### src/hdl/fractional_delay_line_assert.svh
// ---------------------------------------------------------------------------
// Fractional delay line assertion macros
// Shared property macros; every user has aclk and aresetn in scope.
// ---------------------------------------------------------------------------
`ifndef FRACTIONAL_DELAY_LINE_ASSERT_SVH
`define FRACTIONAL_DELAY_LINE_ASSERT_SVH

// same-cycle implication
`define FDL_ASSERT_IMPL(lbl, ante, cons, msg) \
    lbl: assert property (@(posedge aclk) disable iff (!aresetn) (ante) |-> (cons)) \
        else $error(msg);

// next-cycle implication
`define FDL_ASSERT_NEXT(lbl, ante, cons, msg) \
    lbl: assert property (@(posedge aclk) disable iff (!aresetn) (ante) |=> (cons)) \
        else $error(msg);

`endif

### src/hdl/fdl_pkg.sv
// ---------------------------------------------------------------------------
// Fractional delay line package
// Field widths, register codes and the tags passed between pipeline stages.
// ---------------------------------------------------------------------------
package fdl_pkg;

    // fixed field widths
    localparam int SAMPLE_WIDTH    = 24;
    localparam int FRAC_WIDTH      = 8;
    localparam int DELAY_WIDTH     = 18;
    localparam int LEN_REG_WIDTH   = 11;
    localparam int CFG_INDEX_WIDTH = 2;
    localparam int S_TDATA_WIDTH   = 48;
    localparam int M_TDATA_WIDTH   = 24;

    // defaults
    localparam int DEPTH_DEFAULT = 1024;
    localparam int LEN_RESET     = 1024;

    // configuration register indexes
    typedef enum logic [CFG_INDEX_WIDTH-1:0] {
        REG_LINE_LENGTH = 2'd0,
        REG_INTERP_OFF  = 2'd1
    } cfg_reg_t;

    // address stage -> store
    typedef struct packed {
        logic valid;
        logic clamped;
    } fdl_tag_t;

    // store -> interpolator
    typedef struct packed {
        logic valid;
        logic clamped;
        logic hit0;   // first tap equals the entry written in the same cycle
        logic hit1;   // second tap equals the entry written in the same cycle
    } fdl_rd_tag_t;

endpackage

### src/hdl/fdl_interp.sv
// ---------------------------------------------------------------------------
// Fractional delay line interpolator
// Resolves forwarding, interpolates linearly and holds the output word.
// ---------------------------------------------------------------------------
module fdl_interp (
    input  logic                                aclk,
    input  logic                                aresetn,
    input  logic                                interp_off,
    input  fdl_pkg::fdl_rd_tag_t                up_tag,
    input  logic [fdl_pkg::SAMPLE_WIDTH-1:0]    up_rd0,
    input  logic [fdl_pkg::SAMPLE_WIDTH-1:0]    up_rd1,
    input  logic [fdl_pkg::SAMPLE_WIDTH-1:0]    up_sample,
    input  logic [fdl_pkg::FRAC_WIDTH-1:0]      up_frac,
    output logic                                up_ready,
    output logic                                m_tvalid,
    input  logic                                m_tready,
    output logic [fdl_pkg::M_TDATA_WIDTH-1:0]   m_tdata,
    output logic [0:0]                          m_tuser
);
    import fdl_pkg::*;

    localparam int PRW        = SAMPLE_WIDTH + FRAC_WIDTH + 2;
    localparam int ROUND_HALF = 1 << (FRAC_WIDTH - 1);

    logic                           en_e, en_o;
    logic signed [SAMPLE_WIDTH-1:0] s0, s1;
    logic signed [SAMPLE_WIDTH:0]   dif;
    logic signed [FRAC_WIDTH:0]     frac_s;
    logic signed [PRW-1:0]          prod;

    logic                           ve_reg, clamped_e_reg;
    logic signed [SAMPLE_WIDTH-1:0] s0_e_reg;
    logic signed [PRW-1:0]          prod_e_reg;

    logic signed [PRW-1:0]          acc;
    logic [SAMPLE_WIDTH+1:0]        res_full;
    logic [SAMPLE_WIDTH-1:0]        res;

    logic                           out_valid_reg;
    logic [SAMPLE_WIDTH-1:0]        out_data_reg;
    logic                           out_user_reg;

    assign en_o     = !out_valid_reg || m_tready;
    assign en_e     = !ve_reg || en_o;
    assign up_ready = en_e;

    // taps with same-cycle write forwarded, then (s1 - s0) * frac
    always_comb begin
        s0     = up_tag.hit0 ? up_sample : up_rd0;
        s1     = up_tag.hit1 ? up_sample : up_rd1;
        dif    = s1 - s0;
        frac_s = signed'({1'b0, up_frac});
        prod   = dif * frac_s;
    end

    // s0 + floor((dif * frac + half) / 2^F)
    always_comb begin
        acc      = prod_e_reg + PRW'(ROUND_HALF);
        res_full = (SAMPLE_WIDTH+2)'(s0_e_reg) + acc[PRW-1:FRAC_WIDTH];
        res      = interp_off ? s0_e_reg : res_full[SAMPLE_WIDTH-1:0];
    end

    // control
    always_ff @(posedge aclk) begin
        if (!aresetn) begin
            ve_reg        <= 1'b0;
            out_valid_reg <= 1'b0;
        end else begin
            if (en_e) begin
                ve_reg <= up_tag.valid;
            end
            if (en_o) begin
                out_valid_reg <= ve_reg;
            end
        end
    end

    // payload
    always_ff @(posedge aclk) begin
        if (en_e && up_tag.valid) begin
            s0_e_reg      <= s0;
            prod_e_reg    <= prod;
            clamped_e_reg <= up_tag.clamped;
        end
        if (en_o && ve_reg) begin
            out_data_reg <= res;
            out_user_reg <= clamped_e_reg;
        end
    end

    assign m_tvalid = out_valid_reg;
    assign m_tdata  = out_data_reg;
    assign m_tuser  = out_user_reg;

endmodule

### config.mk
export PLATFORM = sky130hd
export DESIGN_NAME = fdl_interp
export DESIGN_NICKNAME = d
export VERILOG_FILES = /design/src/hdl/fractional_delay_line_assert.svh /design/src/hdl/fdl_pkg.sv /design/src/hdl/fdl_interp.sv
export SDC_FILE = /design/constraint.sdc
export NUM_CORES = 1
export LEC_CHECK = 0
export ABC_AREA = 1
export BUFFER_PORTS_ARGS = -buffer_cell sky130_fd_sc_hd__buf_4
export CAP_MARGIN = 20
export CORE_MARGIN = 2
export CORE_UTILIZATION = 43
export CTS_CLUSTER_DIAMETER = 150
export DETAILED_ROUTE_END_ITERATION = 7
export RECOVER_POWER = 100
export SKIP_LAST_GASP = 1
export SYNTH_ARGS = -nofsm -noshare
export SYNTH_HDL_FRONTEND = slang
export SYNTH_SLANG_ARGS = --single-unit
### constraint.sdc
create_clock -name aclk -period 8.97 [get_ports aclk]
set_input_delay 0.897 -clock aclk [delete_from_list [all_inputs] [get_ports aclk]]
set_output_delay 0.897 -clock aclk [all_outputs]
set_load 0.01 [all_outputs]
* Word level (Yosys, flattened, before mapping)
Cells that the tools add are included.
Word-level totals: register bits after elaboration 84, input bits 88, output and inout port bits 27, logic and storage cells 20
Operators by class: add/subtract/negate cells 3, multiply operators 1, multiplexer cells 3, reduce and logical (&&, ||, !) cells 6
Operators with widths (count):
- $mux W24 | 3
- $add A32 B9 Y32 const B | 1
- $mul A25 B9 Y32 | 1
- $sub A24 B24 Y25 | 1
- $add A24 B24 Y24 | 1
- $logic_and A1 B1 Y1 | 2
- $logic_not A1 Y1 | 2
- $logic_or A1 B1 Y1 | 2

* Logic depth before layout (Yosys ltp)
Gate-level depths: netlist of the first run.
depth after elaboration 4, mapped depth 40, depth with buffers taken out 39

* Worst setup path before layout of the first run
Ideal clock, no wire load.
path type input -> register, start point input port up_tag[1] (netlist name), end point register prod_e_reg[31] (data pin), setup time 252 ps, data arrival time 6411 ps, required time 8718 ps, path slack 2306 ps, stages on the path 33, buffers on the path 2, cells stage by stage clkbuf_1 clkbuf_1 a21oi_1 ha_1 fa_1 inv_1 nand3_1 nand2_2 nand2_1 nand2_2 nand2_1 nand3_1 nand2_1 nand2_2 xnor2_2 or2_1 fa_1 inv_1 fa_1 fa_1 inv_1 fa_1 inv_1 ha_1 a21oi_1 inv_1 a31oi_1 o21a_1 nor2_1 nor2_1 nand2_1 nand3_1 nand2_1
Between the ends: longest elaborated chain between the ends 3
RTL lines:
- from (decl) | line fdl_interp.sv:9 | input fdl_pkg::fdl_rd_tag_t up_tag,
- $mux W24 | line fdl_interp.sv:49 | s0 = up_tag.hit0 ? up_sample : up_rd0;
- net s0[0] | line fdl_interp.sv:26 | logic signed [SAMPLE_WIDTH-1:0] s0, s1;
- $sub A24 B24 Y25 | line fdl_interp.sv:51 | dif = s1 - s0;
- $mul A25 B9 Y32 | line fdl_interp.sv:53 | prod = dif * frac_s;
- net prod[31] | line fdl_interp.sv:29 | logic signed [PRW-1:0] prod;
- to (signal assigned) | line fdl_interp.sv:82 | prod_e_reg <= prod;
- to (decl) | line fdl_interp.sv:33 | logic signed [PRW-1:0] prod_e_reg;
The timed path passes the listed nets, and every way through them passes these cells. A chain may end at the register's enable or synchronous reset.

* Worst setup path in the final report of the first run
Ends and elaborated chain as after synthesis.

==> results of run 1 <==
-- metrics by stage --
stage | worst slack (ps) | area (um2) | utilization
after global routing | 1110 | 14800 | 0.483
after detailed placement | 1490 | 14600 | 0.478
after CTS | 1840 | 14900 | 0.487
final | 1660 | 14800 | 0.483
after floorplan | 2310 | 13300 | -
after global placement | 1520 | 14600 | 0.478
-- cell type report --
cell class,count,area [um2]
fill,3168,15800
multi-input combinational,1333,9450
sequential,77,2290
inverter,391,1470
timing repair buffer,116,758
tap,396,495
clock buffer,9,225
clock inverter,7,76.3
-- worst min path at each step --
| stage | slack [ps] | to | from | cells past startpoint |
|---|---|---|---|---|
| after floorplan | 400 | m_tuser | clamped_e_reg | 0 |
| after detailed placement | 410 | m_tuser | clamped_e_reg | 0 |
| final | 420 | m_tuser | clamped_e_reg | 0 |
| after global routing | 430 | m_tuser | clamped_e_reg | 0 |
| after CTS | 420 | m_tuser | clamped_e_reg | 0 |
| after global placement | 410 | m_tuser | clamped_e_reg | 0 |
-- kinds of logic (layout without fill, tap and decap cells) --
group | Yosys count | count (layout) | synth area share
AND/OR/NAND/NOR | 798 | 798 | 0.250
buffers and inverters | 420 | 523 | 0.118
XOR/XNOR | 67 | 67 | 0.0462
flip-flops | 77 | 77 | 0.172
AO/OA/AOI/OAI | 209 | 209 | 0.0855
adder cells (fa/ha/maj) | 259 | 259 | 0.328
-- metal layers --
metal | vias up | wire, um | GRT usage
li1 | 5878 | - | -
met1 | 5632 | 17600 | 0.323
met4 | 0 | 1470 | 0.0890
met3 | 62 | 1450 | 0.0160
met2 | 304 | 17800 | 0.405
met5 | - | 0 | 0
-- worst max-delay path: cells and delay by family --
family / cells / cell delay, ps
AOI/OAI and AO/OA: 4 / 820
xor gates and xnor gates: 1 / 760
adders and majority gates: 7 / 2730
buffers and inverters: 6 / 650
and+or+nand+nor: 15 / 1500
-- cells in the final DEF, fill, tap and decap left out, drive strengths merged, types with 5 or more instances in the layout --
| master | n |
|---|---|
| clkinv | 8 |
| nand4 | 29 |
| o21bai | 8 |
| xor2 | 42 |
| buf | 84 |
| nand3 | 83 |
| nor3 | 13 |
| a21oi | 104 |
| ha | 107 |
| or2 | 26 |
| nand2 | 396 |
| a21o | 13 |
| o21ai | 67 |
| a31oi | 5 |
| edfxtp | 75 |
| fa | 152 |
| xnor2 | 25 |
| clkbuf | 41 |
| nor2 | 241 |
| nor4 | 5 |
| inv | 390 |
==> run_results.csv, run 1 <==
group,metric,value,unit
final_layout,largest_reg_flops,25,
synth,syn_avg_cell_area,7.29,um2
clock_network,clkLatencyLatePin,340,ps
job,drv_cap,2,
timing,min_period,7310,ps
synth,synth_cell_type_count,41,
final_layout,final_cells,2329,
timing,slew_headroom,-0.841,
global_routing,grt-ovfl-total,0,
synth,ys_seq_area_frac,0.172,
critical_path,critical_path_peak_fanout,48,
synth,synth_seq_cells,77,
critical_path,cp-end-kind,"flop",
timing,worst_pin_slew,2760,ps
floorplan,fp-row-count,64,
critical_path,reg2reg_to,"m_tdata[20]",
critical_path,worst_ep_required_time,9050,ps
timing,slew_violations,51,
clock_network,postCtsSetupBuffers,0,
clock_network,clkTransAtPathRegs,60,ps
detailed_routing,drt_wl_total,38300,um
synth,syn-num-nets,2177,
global_routing,grt_pass1_wl,62100,um
synth,yosys.area.top_type,"fa_1",
place,place_hpwl,33100,um
timing,finalClockSkew,12.3,ps
floorplan,fp.dieH,180,um
floorplan,start_util,0.436,
synth,yosys-top-cells-count,"392 x nand2_1, 384 x inv_1, 236 x nor2_1, 152 x fa_1, 107 x ha_1",
clock_network,cts_max_path_buffers,2,
critical_path,max_stage_delay,760,ps
detailed_routing,drc,0,
critical_path,ff2ff_path_depth,20,
detailed_routing,vias,11900,
detailed_routing,drtIter0Drc,582,
global_routing,grt_use_total,0.239,
floorplan,dieWidth,180,um
timing,max_freq,137,MHz
final_layout,syn_to_final_growth,10.6,%
detailed_routing,ant_nets,0,
clock_network,tritoncts,"done",
timing,setup_tns,0,ps
final_layout,fin_nets,2275,
detailed_routing,wl_per_cell,16.5,um
detailed_routing,via_per_inst,5.10,
clock_network,cts_hold_buf,0,
status,status,"complete, but fails checks",
floorplan,die_area,32500,um2
status,violations,"capacitance limit, slew limit",
critical_path,reg2reg_from,"prod_e_reg[8]",
global_routing,grt_pass1_vias,12000,
critical_path,critical_path_arrival,7390,ps
critical_path,cp_slowest_cell,"xnor2_1",
timing,holdWs,419,ps
place,gp_congestion,0.934,
critical_path,crit_path_start,"up_tag[1]",
timing,hold_viol_final,0,
clock_network,htreeDepth,3,
clock_network,clock-sinks,77,
synth,synth_edf_count,75,
detailed_routing,drtPass1Iterations,5,
place,portBuffers,114,
critical_path,worstSetupStartpointType,"input pin",
global_routing,grt_start_max_net_pins,51,
critical_path,crit_path_frequent_cell,"nand2_1",
floorplan,core_area,30600,um2
critical_path,endpoint,"prod_e_reg[31]",
synth,synth-async-reset-ratio,0,
synth,synthFlopType,"edfxtp_1",
synth,syn-cell-area,13300,um2
timing,finalSetupViolations,0,
synth,yosysMostFrequentCell,"nand2_1",
synth,yosys_warnings,0,
clock_network,ctsResizeCount,0,
synth,synth.top_cells.by_area,"fa_1 23%, edfxtp_1 17%, nand2_1 11%, inv_1 11%, ha_1 10%",
critical_path,path_class,"in -> reg",
global_routing,antenna_found_initial,0,
timing,final.period_utilization,0.815,
clock_network,numCtsBuffers,9,
final_layout,drive_above_1_share,0.0709,
final_layout,antennaDiodeCount,0,
floorplan,ios,115,
clock_network,root_buffer,"clkbuf_16",
critical_path,r2r_slack,5040,ps
place,dp_cells,2313,
timing,rsz0062_at_grt,"false",
min_path,hold_path.class,"reg -> reg",
synth,netlist_instances,1830,
synth,netlist.area_leader.share,0.228,
Power of run 1 is not shown: default switching activity piles up to over one toggle a cycle in this logic, so the estimate is an artifact.
==> inputs of run 2 (changes only) <==
ABC_AREA = 0   (was 1)
clock period = 6.1 ns   (was 8.97 ns; I/O delays follow)
==> run 2 against run 1 <==
  * The run ends with setup timing left
  * Final area increased by 11%
  * Critical path depth decreased by 2
  * Sequential share of layout area decreased by 1.6 points
  * Register-to-register slack got worse by 3200 ps
  * Sequential cell count unchanged
  * Die area decreased by 7.2%
  * Clock skew decreased by 6.2 ps
  * Utilization increased by 9.4 points
  * Final cell count decreased by 13%
  * Critical path type unchanged
==> run_results.csv, run 2 <==
group,metric,value,unit
global_routing,grt-ovfl-total,0,
floorplan,fp-row-count,62,
critical_path,worst_ep_required_time,6190,ps
timing,rsz0062_at_grt,"true",
critical_path,ff2ff_path_depth,16,
clock_network,numCtsBuffers,9,
clock_network,root_buffer,"clkbuf_16",
detailed_routing,wl_per_cell,15.6,um
timing,max_freq,139,MHz
detailed_routing,via_per_inst,4.93,
global_routing,gr-max-usage-layer,"met2",
min_path,hold_path_depth,0,
timing,finalSetupViolations,23,
synth,ys_seq_area_frac,0.185,
floorplan,start_util,0.434,
timing,hold_viol_final,0,
floorplan,dieWidth,174,um
timing,worst_pin_slew,653,ps
floorplan,fp.dieH,174,um
critical_path,cp_slowest_cell,"fa_1",
status,status,"complete, but fails checks",
final_layout,design_area,16400,um2
detailed_routing,drt_wl_total,31800,um
global_routing,grt_start_max_net_pins,51,
clock_network,clock-sinks,77,
synth,netlist_instances,1310,
timing,final.period_utilization,1.18,
critical_path,reg2reg_from,"prod_e_reg[8]",
place,gp_congestion,0.882,
critical_path,crit_path_frequent_cell,"fa_1",
synth,yosys_warnings,0,
timing,slew_violations,0,
global_routing,antenna_found_initial,0,
final_layout,syn_to_final_growth,32.9,%
clock_network,clkTransAtPathRegs,60,ps
floorplan,core_area,28500,um2
synth,syn-cell-area,12400,um2
detailed_routing,vias,10000,
synth,yosysMostFrequentCell,"inv_1",
final_layout,largest_reg_flops,25,
min_path,hp-start,"clamped_e_reg",
critical_path,path_class,"in -> reg",
global_routing,grtUsageMet3,0.0156,
synth,synth.top_cells.by_area,"fa_1 25%, edfxtp_1 18%, ha_1 11%, inv_1 7.0%, and2_1 4.6%",
global_routing,grt_util_met1,0.296,
critical_path,cp-end-kind,"flop",
final_layout,post-route-util,0.577,
critical_path,critical_path_arrival,7260,ps
min_path,hold_path.class,"reg -> reg",
critical_path,worstSetupStartpointType,"input pin",
synth,yosys.area.top_type,"fa_1",
synth,synth_edf_count,75,
critical_path,r2r_slack,1820,ps
place,place_area,15300,um2
final_layout,drive_above_1_share,0.316,
floorplan,ios,115,
clock_network,cts_hold_buf,0,
final_layout,antennaDiodeCount,0,
final_layout,final_cell_mix,"337 x buf_4, 222 x inv_1, 149 x fa_1, 125 x nand2_1, 96 x ha_1",
floorplan,die_area,30100,um2
clock_network,clkLatencyLatePin,340,ps
status,violations,"setup timing",
synth,synthFlopType,"edfxtp_1",
critical_path,reg2reg_to,"m_tdata[23]",
final_layout,fin_nets,1993,
timing,min_period,7170,ps
global_routing,groute.layer.met2.usage,0.367,
detailed_routing,drc,0,
timing,setup_tns,-15360,ps
job,drv_cap,0,
synth,synth-async-reset-ratio,0,
critical_path,max_stage_delay,510,ps
timing,finalClockSkew,6.08,ps
synth,yosys-top-cells-count,"231 x inv_1, 152 x fa_1, 132 x nand2_1, 107 x ha_1, 90 x and2_1",
synth,syn-num-nets,1657,
clock_network,htreeDepth,3,
synth,synth_cell_type_count,77,
critical_path,path_buf_inv,6,
global_routing,grt_use_total,0.214,
clock_network,tritoncts,"done",
detailed_routing,ant_nets,0,
synth,netlist.area_leader.share,0.246,
detailed_routing,drtPass1Iterations,5,
place,portBuffers,114,
place,place_hpwl,25800,um
critical_path,critical_path_peak_fanout,4,
min_path,whs_endpoint,"m_tuser",
global_routing,grt_pass1_vias,10700,
synth,synth_seq_cells,77,
final_layout,final_common_cell,"buf_4",
timing,slew_headroom,0.561,
timing,worst_slack,-1070,ps
synth,syn_avg_cell_area,9.44,um2
clock_network,cts_max_path_buffers,2,
detailed_routing,drtIter0Drc,497,
critical_path,crit_family,"compound AO/OA/AOI/OAI gates",
global_routing,grt_pass1_wl,52200,um
-- run 2: logic make-up (layout without fill, tap and decap cells) --
logic type / after synthesis / in the layout / synth area share
fa+ha+maj: 259 / 259 / 0.354
simple gates: 403 / 403 / 0.176
flops: 77 / 77 / 0.185
mux: 52 / 52 / 0.0447
xor+xnor: 82 / 82 / 0.0587
buf+inv: 260 / 601 / 0.0789
compound gates: 177 / 177 / 0.102
-- run 2: metrics by stage --
step | setup WS, ps | hold WS [ps] | cells
2_1_floorplan | -1190 | 400 | 1310
3_5_place_dp | -1490 | 418 | 1992
4_1_cts | -898 | 431 | 2025
3_3_place_gp | -1370 | 406 | 1992
6_report | -1070 | 428 | 2035
5_1_grt | -1290 | 455 | 2035
-- run 2: routing by layer --
layer  up-vias  share of wire
met5         -              0
met4         0          0.016
met3        38          0.030
met2       175           0.48
met1      4845           0.47
li1       4975              -
-- run 2: worst max path at each step --
| stage | startpoint | to | slack [ps] | cells past startpoint |
|---|---|---|---|---|
| after floorplan | up_tag[0] | prod_e_reg[31] | -1190 | 30 |
| after global placement | up_tag[0] | prod_e_reg[31] | -1370 | 28 |
| after detailed placement | up_tag[0] | prod_e_reg[31] | -1490 | 28 |
| after CTS | up_tag[1] | prod_e_reg[31] | -900 | 30 |
| after global routing | up_tag[1] | prod_e_reg[26] | -1290 | 31 |
| final | up_tag[1] | prod_e_reg[26] | -1070 | 31 |
-- run 2: final cells by class --
cell class / count / area [um2]
Multi-Input combinational cell: 973 / 9730
Fill cell: 2463 / 12000
Clock buffer: 9 / 225
Sequential cell: 77 / 2290
Inverter: 231 / 867
Tap cell: 384 / 480
Timing Repair Buffer: 354 / 2770
Clock inverter: 7 / 66.3
-- run 2: repair_timing --
action                                  4_1_cts  5_1_grt
setup buffers                                18        9
endpoints found under the setup margin       23       24
hold endpoints to repair                      0        0
resized for setup                            55       68
pin swaps                                    39       43
-- run 2: worst reg2reg max path, stage by stage (launching register included) --
cell and delay, ps:
edfxtp_1 370, ha_1 200, nand3_1 150, nor4_1 590, nor2b_1 300, nand2_1 90, xnor2_1 130, ha_1 350
a21o_1 200, a21o_1 170, a21oi_1 260, nand2_1 100, a21oi_1 210, nand3_1 190, and4b_1 250, o32ai_1 360
xor2_1 110
Power of run 2 is left out for the same reason.
