### src/hdl/fractional_delay_line_assert.svh
// ---------------------------------------------------------------------------
// Fractional delay line assertion macros
// Shared property macros; every user has aclk and aresetn in scope.
// ---------------------------------------------------------------------------
`ifndef FRACTIONAL_DELAY_LINE_ASSERT_SVH
`define FRACTIONAL_DELAY_LINE_ASSERT_SVH

// same-cycle implication
`define FDL_ASSERT_IMPL(lbl, ante, cons, msg) \
    lbl: assert property (@(posedge aclk) disable iff (!aresetn) (ante) |-> (cons)) \
        else $error(msg);

// next-cycle implication
`define FDL_ASSERT_NEXT(lbl, ante, cons, msg) \
    lbl: assert property (@(posedge aclk) disable iff (!aresetn) (ante) |=> (cons)) \
        else $error(msg);

`endif

### src/hdl/fdl_pkg.sv
// ---------------------------------------------------------------------------
// Fractional delay line package
// Field widths, register codes and the tags passed between pipeline stages.
// ---------------------------------------------------------------------------
package fdl_pkg;

    // fixed field widths
    localparam int SAMPLE_WIDTH    = 24;
    localparam int FRAC_WIDTH      = 8;
    localparam int DELAY_WIDTH     = 18;
    localparam int LEN_REG_WIDTH   = 11;
    localparam int CFG_INDEX_WIDTH = 2;
    localparam int S_TDATA_WIDTH   = 48;
    localparam int M_TDATA_WIDTH   = 24;

    // defaults
    localparam int DEPTH_DEFAULT = 1024;
    localparam int LEN_RESET     = 1024;

    // configuration register indexes
    typedef enum logic [CFG_INDEX_WIDTH-1:0] {
        REG_LINE_LENGTH = 2'd0,
        REG_INTERP_OFF  = 2'd1
    } cfg_reg_t;

    // address stage -> store
    typedef struct packed {
        logic valid;
        logic clamped;
    } fdl_tag_t;

    // store -> interpolator
    typedef struct packed {
        logic valid;
        logic clamped;
        logic hit0;   // first tap equals the entry written in the same cycle
        logic hit1;   // second tap equals the entry written in the same cycle
    } fdl_rd_tag_t;

endpackage

### src/hdl/fdl_addr.sv
// ---------------------------------------------------------------------------
// Fractional delay line address stages
// Keeps the write position, clamps the delay and forms the read position.
// ---------------------------------------------------------------------------
`include "fractional_delay_line_assert.svh"

module fdl_addr #(
    parameter int MAX_DEPTH = fdl_pkg::DEPTH_DEFAULT
) (
    input  logic                                aclk,
    input  logic                                aresetn,
    input  logic                                in_valid,
    output logic                                in_ready,
    input  logic [fdl_pkg::SAMPLE_WIDTH-1:0]    in_sample,
    input  logic [fdl_pkg::DELAY_WIDTH-1:0]     in_delay,
    input  logic [$clog2(MAX_DEPTH+1)-1:0]      act_len,
    input  logic                                hold,
    input  logic                                dn_ready,
    output fdl_pkg::fdl_tag_t                   dn_tag,
    output logic [fdl_pkg::SAMPLE_WIDTH-1:0]    dn_sample,
    output logic [$clog2(MAX_DEPTH)-1:0]        dn_wr_addr,
    output logic [$clog2(MAX_DEPTH)-1:0]        dn_rd_addr,
    output logic [fdl_pkg::FRAC_WIDTH-1:0]      dn_frac
);
    import fdl_pkg::*;

    localparam int AW   = $clog2(MAX_DEPTH);
    localparam int LENW = $clog2(MAX_DEPTH+1);
    localparam int SPW  = LENW + FRAC_WIDTH;
    localparam int DW   = (SPW > DELAY_WIDTH) ? SPW : DELAY_WIDTH;
    localparam int PW   = SPW + 1;

    logic [AW-1:0]           wp_reg, wp_next, wp_cur;
    logic [LENW-1:0]         wp_inc;
    logic [SPW-1:0]          span;
    logic [DW-1:0]           delay_ext;
    logic                    over;
    logic [SPW-1:0]          delay_sel;
    logic                    accept;
    logic                    en_a, en_b;

    logic                    va_reg, vb_reg;
    logic                    clamped_a_reg, clamped_b_reg;
    logic [SAMPLE_WIDTH-1:0] sample_a_reg, sample_b_reg;
    logic [AW-1:0]           idx_a_reg, idx_b_reg;
    logic [SPW-1:0]          delay_a_reg;
    logic [AW-1:0]           i0_b_reg;
    logic [FRAC_WIDTH-1:0]   frac_b_reg;

    logic [PW-1:0]           idx_fx, pos_dir, pos_wrap, pos;
    logic                    neg;

    // stall chain
    assign en_b     = !vb_reg || dn_ready;
    assign en_a     = !va_reg || en_b;
    assign in_ready = en_a && !hold;
    assign accept   = in_valid && in_ready;

    // write position, wrapped into the active length
    always_comb begin
        wp_cur  = (LENW'(wp_reg) >= act_len) ? '0 : wp_reg;
        wp_inc  = LENW'(wp_cur) + LENW'(1);
        wp_next = (wp_inc >= act_len) ? '0 : wp_inc[AW-1:0];
    end

    // delay clamp to the line span
    assign span      = {act_len, {FRAC_WIDTH{1'b0}}};
    assign delay_ext = DW'(in_delay);
    assign over      = delay_ext > DW'(span);
    assign delay_sel = over ? span : SPW'(delay_ext);

    // read position = write index minus delay, wrapped by one span
    always_comb begin
        idx_fx   = PW'({idx_a_reg, {FRAC_WIDTH{1'b0}}});
        pos_dir  = idx_fx - PW'(delay_a_reg);
        pos_wrap = idx_fx + PW'(span) - PW'(delay_a_reg);
        neg      = idx_fx < PW'(delay_a_reg);
        pos      = neg ? pos_wrap : pos_dir;
    end

    // control
    always_ff @(posedge aclk) begin
        if (!aresetn) begin
            wp_reg <= '0;
            va_reg <= 1'b0;
            vb_reg <= 1'b0;
        end else begin
            if (accept) begin
                wp_reg <= wp_next;
            end
            if (en_a) begin
                va_reg <= accept;
            end
            if (en_b) begin
                vb_reg <= va_reg;
            end
        end
    end

    // payload
    always_ff @(posedge aclk) begin
        if (accept) begin
            sample_a_reg  <= in_sample;
            idx_a_reg     <= wp_cur;
            delay_a_reg   <= delay_sel;
            clamped_a_reg <= over;
        end
        if (en_b && va_reg) begin
            sample_b_reg  <= sample_a_reg;
            idx_b_reg     <= idx_a_reg;
            clamped_b_reg <= clamped_a_reg;
            i0_b_reg      <= pos[FRAC_WIDTH +: AW];
            frac_b_reg    <= pos[FRAC_WIDTH-1:0];
        end
    end

    assign dn_tag.valid   = vb_reg;
    assign dn_tag.clamped = clamped_b_reg;
    assign dn_sample      = sample_b_reg;
    assign dn_wr_addr     = idx_b_reg;
    assign dn_rd_addr     = i0_b_reg;
    assign dn_frac        = frac_b_reg;

    // checks
    `FDL_ASSERT_IMPL(a_write_pos_in_line, va_reg, LENW'(idx_a_reg) < act_len, "write position beyond line length")

endmodule

### config.mk
export PLATFORM = sky130hd
export DESIGN_NAME = fdl_addr
export DESIGN_NICKNAME = d
export VERILOG_FILES = /design/src/hdl/fdl_pkg.sv /design/src/hdl/fdl_addr.sv
export VERILOG_INCLUDE_DIRS = /design/src /design/src/hdl
export SDC_FILE = /design/constraint.sdc
export NUM_CORES = 1
export LEC_CHECK = 0
export ABC_AREA = 0
export BUFFER_PORTS_ARGS = -buffer_cell sky130_fd_sc_hd__buf_4
export CAP_MARGIN = 10
export CORE_MARGIN = 4
export CORE_UTILIZATION = 50
export CTS_CLUSTER_DIAMETER = 200
export DETAILED_ROUTE_END_ITERATION = 10
export GPL_ROUTABILITY_DRIVEN = 0
export PLACE_DENSITY_LB_ADDON = 0.15
export SETUP_SLACK_MARGIN = 0.5
export SLEW_MARGIN = 5
export SYNTH_ARGS = -nofsm -noshare
export SYNTH_HDL_FRONTEND = slang
export SYNTH_SLANG_ARGS = --single-unit
### constraint.sdc
create_clock -name aclk -period 12.75 [get_ports aclk]
set_input_delay 1.9125 -clock aclk [delete_from_list [all_inputs] [get_ports aclk]]
set_output_delay 1.9125 -clock aclk [all_outputs]
set_load 0.1 [all_outputs]
* Yosys cells after proc, flatten, opt, wreduce, memory -nomap -nowiden *
Index checks and enable logic that the tools add are counted.

operators by class
  add/subtract/negate cells = 4
  order comparisons = 4
  mux-type cells = 4
  reductions and logical operators = 8

operators by type and width
  cell                     number
  $mux W18                 2
  $sub A18 B18 Y18         2
  $mux W10                 2
  $gt A18 B19 Y1           1
  $lt A18 B19 Y1           1
  $add A18 B18 Y18         1
  $add A10 B1 Y11 const B  1
  $ge A10 B11 Y1           1
  $ge A11 B11 Y1           1
  $logic_and A1 B1 Y1      3
  $logic_not A1 Y1         3
  $logic_or A1 B1 Y1       2

storage, ports and cells
  register bits after elaboration = 119
  input bits = 58

* Longest topological paths before layout *
Gate-level depths: netlist of the first run.

  depth in word-level cells = 5
  gate-level depth with buffers = 21

* Least setup slack after synthesis of the first run *
Ideal clock, no wire load.

  kind = input to register
  from = in act_len[2]
  to = reg wp_reg[5]
  library setup time = 0.059 ns
  arrival = 5.508 ns
  data required time = 12.691 ns
  setup slack = 7.183 ns
  cell stages on the path = 18
  path through = inv_1 > ha_1 > nand2_1 > o21ai_0 > a31oi_1 > o31ai_1 > nor2_1 > ha_1 > nand3_1 > xor2_1 > nor2_1 > ha_1 > a21o_1 > a2111oi_0 > o21ai_0 > a211oi_2 > and2_1 > a22o_1

between the ends
  word-level cells in the longest chain between the ends = 5

ends and longest elaborated chain
  what                    RTL line        source
  start: declaration      fdl_addr.sv:16  input logic [$clog2(MAX_DEPTH+1)-1:0] act_len,
  $ge A10 B11 Y1 (*)      fdl_addr.sv:61  wp_cur = (LENW'(wp_reg) >= act_len) ? '0 : wp_reg;
  $mux W10 (*)            fdl_addr.sv:61
  named net wp_cur[0]     fdl_addr.sv:33  logic [AW-1:0] wp_reg, wp_next, wp_cur;
  $add A10 B1 Y11 (*)     fdl_addr.sv:62  wp_inc = LENW'(wp_cur) + LENW'(1);
  $ge A11 B11 Y1          fdl_addr.sv:63  wp_next = (wp_inc >= act_len) ? '0 : wp_inc[AW-1:0];
  $mux W10 (*)            fdl_addr.sv:63
  end signal: assignment  fdl_addr.sv:89  wp_reg <= wp_next;
  end: declaration        fdl_addr.sv:33

The timed path passes the listed nets; every way through them passes the cells marked *.
A chain may end at the register's enable or synchronous reset.

* Worst setup path after layout of the first run *
Same ends and word-level chain as after synthesis.

==> run_results.csv, run 1 <==
group,metric,value,unit
yosys,seq_area_frac_synth,0.545,
drt,via_per_inst,5.23,
yosys,synth-edff-count,107,
worst_setup_path,crit_path_max_fanout,13,
floorplanning,num_rows,40,
sta,final-max-slew-violation-count,0,
sta,setup_tns,0,ns
yosys,syn_avg_cell_area,12.0,um^2
clock_network,cts_tree,"done",
yosys,ys_seq_elements,119,
global_routing,grt_util_all_layers,0.198,
worst_setup_path,critPathRequiredTime,13.11,ns
worst_setup_path,cp-start-kind,"input port",
clock_network,htreeDepth,4,
yosys,synth_fp_nets,647,
drt,dr_total_vias,4368,
power,peakVddDrop,0.117,mV
yosys,synth-main-ff-cell,"edfxtp_1",
drt,drt_iter0_drc,300,
sta,tightestPinTransition,0.865,ns
sta,rsz0062_at_grt,"no",
placement,io_buffers,112,
clock_network,postCtsSetupBuffers,0,
yosys,async_flop_share,0,
floorplanning,core_area,12200,um^2
yosys,syn-instance-count,528,
floorplanning,fp.dieW,121,um
clock_network,clock-sinks,119,
drt,dr.pass1.iters,5,
sta,final_hold_viol_count,0,
sta,min_period,6.08,ns
global_routing,grt_max_degree,37,
final_layout,final_nets,774,
drt,ant_nets,0,
clock_network,clock_path_buffers,2,
yosys,yosysWarnings,0,
clock_network,path_clk_slew,0.05,ns
sta,clock_skew,0.00750,ns
floorplanning,ioPinCount,113,
final_layout,synthToLayoutAreaGrowth,26.2,%
clock_network,clock_latency,0.41,ns
drt,drt_wl_total,14000,um
sta,finalCritPeriodShare,0.477,
global_routing,antenna_found_initial,0,
sta,worst_slack,6.67,ns
placement,pre_cts_ws,6.32,ns
clock_network,clockRootBuffer,"clkbuf_16",
placement,dp.final_hpwl,10600,um
drt,drc_errors,0,
status,outcome,"complete, no violations",
power,p_per_area,142,nW/um^2
worst_setup_path,critPathKind,"input port to flip-flop",
clock_network,cts_buffers,17,
power,leakage,3.43,nW
sta,setup_viol,0,
clock_network,ctsResizeCount,0,
floorplanning,initial_core_util,0.519,
floorplanning,die_area,14500,um^2
clock_network,cts_hold_buf,0,
global_routing,grt_pass1_wl,22200,um
sta,slew_headroom,0.423,
worst_setup_path,worst_setup_path_end_kind,"flip-flop",
global_routing,grt_remaining_overflow,0,
yosys,syn_area,6340,um^2
power,p_total,0.00114,W
final_layout,diodes,0,
sta,fmax,164,MHz
worst_setup_path,cp.arrival,6.44,ns
global_routing,first_global_vias,4569,
drt,wl_per_cell,16.8,um
floorplanning,dieHeight,121,um
sta,fin_hold_ws,0.416,ns
yosys,synth.distinct_cells,52,
min_path,min_path_type,"flip-flop to flip-flop",
job,cap_violations,0,
final_layout,final_layout_size_suffix_gt1_frac,0.241,
-- metal layers --
metal	track usage	vias to the layer above	routed length, um	part of all wire
met5	0	-	0	0
li1	-	2147	-	-
met1	0.232	2073	5800	0.41
met4	0.0737	0	235	0.017
met3	0.0561	25	822	0.059
met2	0.344	123	7130	0.51
-- power by group --
group	total (W)	switching (W)	leakage (nW)	internal, W
Combinational	0.000178	0.000114	2.03	0.0000640
Clock	0.000506	0.000162	0.302	0.000344
Sequential	0.000453	0.00000748	1.10	0.000446
Total	0.00114	0.000284	3.43	0.000853
-- cell usage after synthesis (all sizes together) (12+ instances only) --
master  count  area share
xnor2      18       0.025
and2       17       0.017
ha         52        0.10
dfxtp      12       0.038
nor2       33       0.022
inv        63       0.037
a21oi      27       0.021
nand3      12       0.010
xor2       14       0.019
nand2      37       0.022
edfxtp    107        0.51
o21ai      21       0.019
-- layout by cell type (no fill, tap or decap), types with 2 or more instances in the layout --
cell type,count
dfxtp_1,12
a22o_1,4
nor2_1,32
xnor2_1,18
nor4_1,4
nand3_1,11
xor2_1,14
o22ai_1,5
mux2_2,9
o21a_1,6
o21ai_0,18
nand2_1,37
a211o_1,2
ha_1,52
a21boi_0,2
nor4b_1,2
o31ai_1,4
buf_4,115
mux2i_1,5
and3_1,4
clkbuf_16,17
clkinv_2,3
a21oi_1,27
inv_1,62
fa_1,9
edfxtp_1,107
and2_1,17
a211oi_1,3
a221o_1,2
clkbuf_1,4
nor3_1,5
a21o_1,10
a31oi_1,6
bufinv_16,5
nand4b_1,2
nand4_1,2
nand2b_1,4
nor2b_1,5
-- area by class of cell --
class	instances	area, um^2
fill	969	4210
sequential	119	3450
multi-input combinational	339	2620
timing repair buffer	115	863
clock buffer	21	440
inverter	63	236
tap	168	210
clock inverter	10	178
-- stage by stage --
step                      cell area (um^2)  std cells  utilization
after global routing                  8000        835        0.655
after floorplan                       6340        528            -
after CTS                             8000        835        0.655
final                                 8000        835        0.655
after detailed placement              7380        804        0.605
after global placement                7380        804        0.605
-- logic make-up (layout without fill, tap and decap cells) --
group / after synthesis / after routing / synth area share
buf+inv: 70 / 209 / 0.0432
simple gates: 132 / 132 / 0.107
fa+ha+maj: 61 / 61 / 0.131
xor+xnor: 32 / 32 / 0.0442
compound gates: 98 / 98 / 0.103
other cells: 1 / 1 / 0.000591
mux: 15 / 15 / 0.0262
flops: 119 / 119 / 0.545
-- critical path, stage by stage --
cell      delay, ns
buf_4          0.11
inv_1          0.14
ha_1           0.27
a21oi_1        0.13
o21ai_0        0.13
a31oi_1        0.24
o31ai_1        0.10
buf_4          0.20
nor2_1         0.25
ha_1           0.32
nand3_1        0.21
inv_1          0.12
nand3_1        0.13
nor3_1         0.27
xnor2_1        0.16
nor2_1         0.06
ha_1           0.18
a21o_1         0.17
a21oi_1        0.26
nand2_1        0.11
a211oi_2       0.50
and2_1         0.28
a22o_1         0.16
-- worst paths after layout --
path	from	end	slack [ns]	cells past startpoint
setup / recovery	act_len[2]	wp_reg[5]$_SDFFE_PN0P_	6.67	23
hold / removal	sample_a_reg[3]$_DFFE_PP_	dn_sample[3]$_DFFE_PP_	0.42	0
setup reg to reg	wp_reg[2]$_SDFFE_PN0P_	wp_reg[5]$_SDFFE_PN0P_	7.91	21
hold reg to reg	sample_a_reg[3]$_DFFE_PP_	dn_sample[3]$_DFFE_PP_	0.42	0
Power figures use the tool's default switching activity.
==> inputs of run 2 (changes only) <==
--- a/config.mk
+++ b/config.mk
@@ -6,7 +6,7 @@
 export SDC_FILE = /design/constraint.sdc
 export NUM_CORES = 1
 export LEC_CHECK = 0
-export ABC_AREA = 0
+export ABC_AREA = 1
 export BUFFER_PORTS_ARGS = -buffer_cell sky130_fd_sc_hd__buf_4
 export CAP_MARGIN = 10
 export CORE_MARGIN = 4
==> constraint.sdc (replaced) <==
create_clock -name aclk -period 5.98 [get_ports aclk]
set_input_delay 0.897 -clock aclk [delete_from_list [all_inputs] [get_ports aclk]]
set_output_delay 0.897 -clock aclk [all_outputs]
set_load 0.1 [all_outputs]
==> run 2 against run 1 <==
  * Via count up 8.1%
  * Synthesized cell count up 21%
  * Critical endpoint is now wp_reg[0]$_SDFFE_PN0P_
  * Die area up 2.6%
  * Critical path depth down 2
  * Clock power up 90%
==> run_results.csv, run 2 <==
group,metric,value,unit
floorplanning,initial_core_util,0.514,
floorplanning,ioPinCount,113,
clock_network,cts_hold_buf,0,
final_layout,diodes,0,
floorplanning,num_rows,41,
clock_network,htreeDepth,4,
final_layout,layout_commonest_cell,"buf_4",
yosys,seq_area_frac_synth,0.530,
power,power_frac_clock,0.415,
worst_setup_path,critPathRequiredTime,6.32,ns
job,cap_violations,0,
placement,pre_cts_ws,1.22,ns
drt,via_per_inst,4.98,
drt,drt_wl_total,13800,um
clock_network,clockRootBuffer,"clkbuf_16",
clock_network,clock-sinks,119,
clock_network,postCtsSetupBuffers,0,
yosys,synth_top_cell_by_area,"edfxtp_1",
drt,dr_total_vias,4720,
yosys,ys_seq_elements,119,
sta,final-max-slew-violation-count,0,
clock_network,clock_latency,0.42,ns
placement,dp.final_hpwl,10600,um
global_routing,grt_remaining_overflow,0,
final_layout,final_nets,881,
drt,wl_per_cell,14.6,um
sta,fmax,229,MHz
drt,dr.pass1.iters,4,
clock_network,cts_buffers,17,
power,p_seq_frac,0.416,
yosys,yosysWarnings,0,
global_routing,antenna_found_initial,0,
sta,slew_headroom,0.235,
min_path,min_path_type,"flip-flop to flip-flop",
power,netSwitchingPower,0.000636,W
final_layout,synthToLayoutAreaGrowth,24.4,%
floorplanning,die_area,14900,um^2
yosys,synth-main-ff-cell,"edfxtp_1",
drt,drt_iter0_drc,213,
power,combinationalPowerShare,0.169,
sta,worst_slack,1.60,ns
status,outcome,"complete, no violations",
worst_setup_path,cp.arrival,4.72,ns
clock_network,cts_tree,"done",
sta,tightestPinTransition,1.15,ns
power,p_int,0.00169,W
sta,setup_tns,0,ns
global_routing,grt_pass1_wl,22100,um
worst_setup_path,worst_setup_path_end_kind,"flip-flop",
sta,final_hold_viol_count,0,
global_routing,first_global_vias,4793,
drt,drc_errors,0,
sta,rsz0062_at_grt,"no",
floorplanning,dieHeight,122,um
yosys,syn_area,6510,um^2
final_layout,final_layout_size_suffix_gt1_frac,0.217,
power,peakVddDrop,0.162,mV
sta,min_period,4.38,ns
floorplanning,fp.dieW,122,um
global_routing,grt_max_degree,56,
global_routing,grt_util_all_layers,0.194,
power,p_per_area,286,nW/um^2
yosys,syn_avg_cell_area,10.2,um^2
placement,io_buffers,112,
worst_setup_path,cp-start-kind,"input port",
sta,clock_skew,0.0131,ns
power,leakage,3.61,nW
power,switching_share,0.274,
worst_setup_path,critPathKind,"input port to flip-flop",
final_layout,mostFrequentLayoutCells,"buf_4, nand2_1, edfxtp_1, inv_1, ha_1",
yosys,synth_fp_nets,758,
worst_setup_path,crit_path_max_fanout,11,
yosys,synth-edff-count,107,
yosys,synthTopCellsByArea,"edfxtp_1, ha_1, nand2_1",
sta,finalCritPeriodShare,0.732,
sta,setup_viol,0,
yosys,yosysTopAreaCellShare,0.493,
yosys,synth_common_cells,"nand2_1, edfxtp_1, inv_1",
yosys,async_flop_share,0,
clock_network,ctsResizeCount,0,
drt,ant_nets,0,
yosys,syn-instance-count,639,
yosys,yosysMostFrequentCell,"nand2_1",
clock_network,path_clk_slew,0.05,ns
yosys,synth.distinct_cells,47,
clock_network,clock_path_buffers,2,
floorplanning,core_area,12700,um^2
-- run 2: power by group through the flow --
stage / Clock, W / Combinational (W) / Sequential [W]
after global routing: 0.00102 / 0.000436 / 0.000970
after CTS: 0.000982 / 0.000394 / 0.000967
after floorplan: 0 / 0.000197 / 0.00107
final: 0.000962 / 0.000392 / 0.000967
after detailed placement: 0 / 0.000392 / 0.000984
after global placement: 0 / 0.000384 / 0.000982
-- run 2: worst max-delay path, cell delays in order --
cell      delay, ns
buf_4          0.11
inv_1          0.15
ha_1           0.27
a21oi_1        0.15
nand2_1        0.11
a21oi_4        0.22
nand2_4        0.16
nor2_1         0.24
ha_1           0.24
nand2_2        0.09
nor2_4         0.16
nand3_1        0.13
and2_1         0.18
ha_1           0.32
a21oi_1        0.15
nor2_1         0.05
a211oi_1       0.18
nand3_1        0.15
nor3_4         0.40
o21ai_0        0.17
a21oi_1        0.15
-- run 2: path summary, 6_finish.rpt --
kind / from / endpoint / slack, ns / cells past startpoint
setup / recovery: act_len[6] / wp_reg[0]$_SDFFE_PN0P_ / 1.60 / 21
hold / removal: sample_a_reg[5]$_DFFE_PP_ / dn_sample[5]$_DFFE_PP_ / 0.42 / 0
setup reg to reg: wp_reg[6]$_SDFFE_PN0P_ / wp_reg[0]$_SDFFE_PN0P_ / 1.91 / 19
hold reg to reg: sample_a_reg[5]$_DFFE_PP_ / dn_sample[5]$_DFFE_PP_ / 0.42 / 0
-- run 2: cell families after synthesis --
kind of cell,Yosys count,share of synthesized area
AOI/OAI and AO/OA,94,0.0810
other,1,0.000576
adders and majority gates,61,0.128
DFF,119,0.530
and+or+nand+nor,224,0.161
buffers and inverters,118,0.0705
xor gates and xnor gates,22,0.0296
-- run 2: layout make-up --
cell class                      instances  area [um^2]
Multi-Input combinational cell        402         2610
Sequential cell                       119         3450
Fill cell                            1042         4570
Timing Repair Buffer                  113          848
Inverter                              109          409
Tap cell                              172          215
Clock inverter                         14          135
Clock buffer                           18          429
-- run 2: stage by stage --
stage                     total power, W  cell area, um^2  cells  hold WS, ns  utilization
after detailed placement         0.00138             7540    915        0.405        0.595
after global placement           0.00137             7540    915        0.401        0.595
after floorplan                  0.00127             6520    639        0.400            -
final                            0.00232             8100    947        0.416        0.640
after global routing             0.00242             8100    947        0.423        0.640
after CTS                        0.00234             8100    947        0.415        0.640
-- run 2: per-layer routing --
layer,wire length [um],track usage,up-vias
met2,6880,0.341,134
met1,5810,0.222,2147
met4,350,0.0917,0
li1,-,-,2410
met5,0,0,-
met3,801,0.0497,29
==> inputs of run 3 (changes only) <==
==> constraint.sdc (replaced) <==
create_clock -name aclk -period 3.9 [get_ports aclk]
set_input_delay 0.585 -clock aclk [delete_from_list [all_inputs] [get_ports aclk]]
set_output_delay 0.585 -clock aclk [all_outputs]
set_load 0.1 [all_outputs]
==> run 3 against run 2 <==
  * Core utilization up 3.8 points
  * Wire length rose by 7.7%
  * Non-clock buffer count increased by 31
  * Combinational power rose by 61%
  * Count of clock-buffer cells in the layout increased by 3
  * Sequential power rose by 53%
  * Total power up 51%
  * Setup slack got worse by 1.2 ns
  * Via count grew 5.5%
  * Global-route usage up 1.1 points
  * Cell area grew 6.0%
  * Critical path type is now flip-flop to flip-flop
  * Highest routed layer unchanged
==> run_results.csv, run 3 (synthesized netlist as in run 2, its figures left out) <==
group,metric,value,unit
global_routing,grt_max_degree,51,
clock_network,cts_tree,"done",
drt,drt_wl_total,14900,um
placement,dp.final_hpwl,11200,um
worst_setup_path,cp-start-kind,"flip-flop",
floorplanning,ioPinCount,113,
final_layout,layout_commonest_cell,"buf_4",
sta,setup_viol,0,
power,switching_share,0.263,
sta,final_hold_viol_count,0,
power,p_seq_frac,0.422,
drt,drt_iter0_drc,224,
sta,setup_tns,0,ns
drt,ant_nets,0,
sta,min_period,3.52,ns
clock_network,htreeDepth,4,
worst_setup_path,critPathRequiredTime,4.24,ns
clock_network,clockRootBuffer,"clkbuf_16",
global_routing,first_global_vias,5036,
power,power_frac_clock,0.398,
worst_setup_path,critPathKind,"flip-flop to flip-flop",
drt,dr_total_vias,4981,
placement,io_buffers,112,
final_layout,final_layout_size_suffix_gt1_frac,0.298,
power,combinationalPowerShare,0.180,
global_routing,grt_util_all_layers,0.206,
final_layout,synthToLayoutAreaGrowth,31.8,%
worst_setup_path,cp_slowest_stage_delay,0.37,ns
floorplanning,num_rows,41,
sta,clock_skew,0.00511,ns
power,p_int,0.00259,W
sta,final-max-slew-violation-count,0,
power,p_per_area,409,nW/um^2
power,peakVddDrop,0.236,mV
min_path,min_path_type,"input port to flip-flop",
drt,via_per_inst,5.11,
job,cap_violations,0,
floorplanning,die_area,14900,um^2
worst_setup_path,worst_setup_path_end_kind,"flip-flop",
clock_network,clock_latency,0.41,ns
final_layout,stdcell_count,974,
drt,wl_per_cell,15.3,um
worst_setup_path,cp.arrival,3.85,ns
final_layout,diodes,0,
final_layout,fin_util,0.678,
clock_network,clock-sinks,119,
sta,fmax,284,MHz
floorplanning,dieHeight,122,um
global_routing,grt_pass1_wl,23500,um
placement,dp.cells,935,
drt,dr.pass1.iters,5,
final_layout,final_nets,912,
clock_network,cts_buffers,17,
clock_network,clock_path_buffers,2,
status,outcome,"complete, no violations",
power,leakage,3.79,nW
sta,rsz0062_at_grt,"yes",
floorplanning,initial_core_util,0.514,
floorplanning,fp.dieW,122,um
worst_setup_path,crit_slowest_cell,"dfxtp_4",
floorplanning,core_area,12700,um^2
final_layout,mostFrequentLayoutCells,"buf_4, edfxtp_1, nand2_1, inv_1, ha_1",
clock_network,path_clk_slew,0.05,ns
worst_setup_path,cp_cell_sequence,"ha_4 > nand2_1 > inv_1 > nand2_1 > nand2_2 > a21oi_4 > nand2_4 > nor2_4 > ha_4 > nand2_4 > nor2_4 > nand2_2 > nor4_4 > ha_4 > nand2_2 > nor2_2 > a211oi_2 > nand3_1 > nor3_4 > buf_6 > nand3_2 > a21oi_2",
drt,drc_errors,0,
global_routing,grt_remaining_overflow,0,
global_routing,antenna_found_initial,0,
worst_setup_path,crit_path_max_fanout,5,
sta,tightestPinTransition,0.726,ns
final_layout,nFillCells,941,
sta,finalCritPeriodShare,0.902,
power,netSwitchingPower,0.000923,W
sta,slew_headroom,0.515,
clock_network,cts_hold_buf,0,
## run 3: worst paths after layout
| kind | slack, ns | from | cells after the start | end |
|---|---|---|---|---|
| max | 0.38 | wp_reg[6]$_SDFFE_PN0P_ | 22 | wp_reg[4]$_SDFFE_PN0P_ |
| min | 0.35 | in_sample[15] | 1 | sample_a_reg[15]$_DFFE_PP_ |
| max reg2reg | 0.38 | wp_reg[6]$_SDFFE_PN0P_ | 22 | wp_reg[4]$_SDFFE_PN0P_ |
| min reg2reg | 0.41 | sample_a_reg[16]$_DFFE_PP_ | 0 | dn_sample[16]$_DFFE_PP_ |
## run 3: cell type report
class,instances,area [um^2],share of cell area
Sequential cell,119,3470,0.404
Timing Repair Buffer,144,1100,0.128
Inverter,109,419,0.0488
Tap cell,172,215,0.0251
Multi-Input combinational cell,402,2860,0.333
Clock inverter,7,82.6,0.00961
Clock buffer,21,440,0.0513
## run 3: worst max-delay path, delay by kind of cell, from the launching register on
family,cells,cell delay [ns]
fa+ha+maj,3,0.66
compound gates,3,0.54
flops,1,0.37
buf+inv,2,0.19
simple gates,14,1.66
## run 3: timing repair
action	4_1_cts	5_1_grt
resized for setup	15	34
pin swaps	7	20
endpoints found under the setup margin	10	10
buffers inserted	1	10
## run 3: metal layers
| layer | routed length [um] | up-vias | track usage |
|---|---|---|---|
| li1 | - | 2465 | - |
| met1 | 6000 | 2310 | 0.234 |
| met2 | 7570 | 169 | 0.360 |
| met3 | 861 | 37 | 0.0506 |
| met4 | 489 | 0 | 0.104 |
| met5 | 0 | - | 0 |
## run 3: power by group through the flow
stage               Clock (W)  Combinational (W)  Sequential [W]
detailed placement          0           0.000614         0.00151
CTS                   0.00143           0.000619         0.00148
global placement            0           0.000601         0.00151
finish                0.00140           0.000632         0.00148
floorplan                   0           0.000305         0.00164
global route          0.00150           0.000699         0.00148
## run 3: through the flow
stage | hold WS (ns) | power (W) | instance area, um^2 | setup slack [ns]
floorplan | 0.400 | 0.00195 | 6580 | 0.140
global placement | 0.401 | 0.00211 | 7750 | 0.0963
detailed placement | 0.405 | 0.00212 | 7750 | -0.0803
CTS | 0.325 | 0.00353 | 8350 | 0.502
global route | 0.328 | 0.00368 | 8590 | 0.203
finish | 0.350 | 0.00351 | 8590 | 0.381
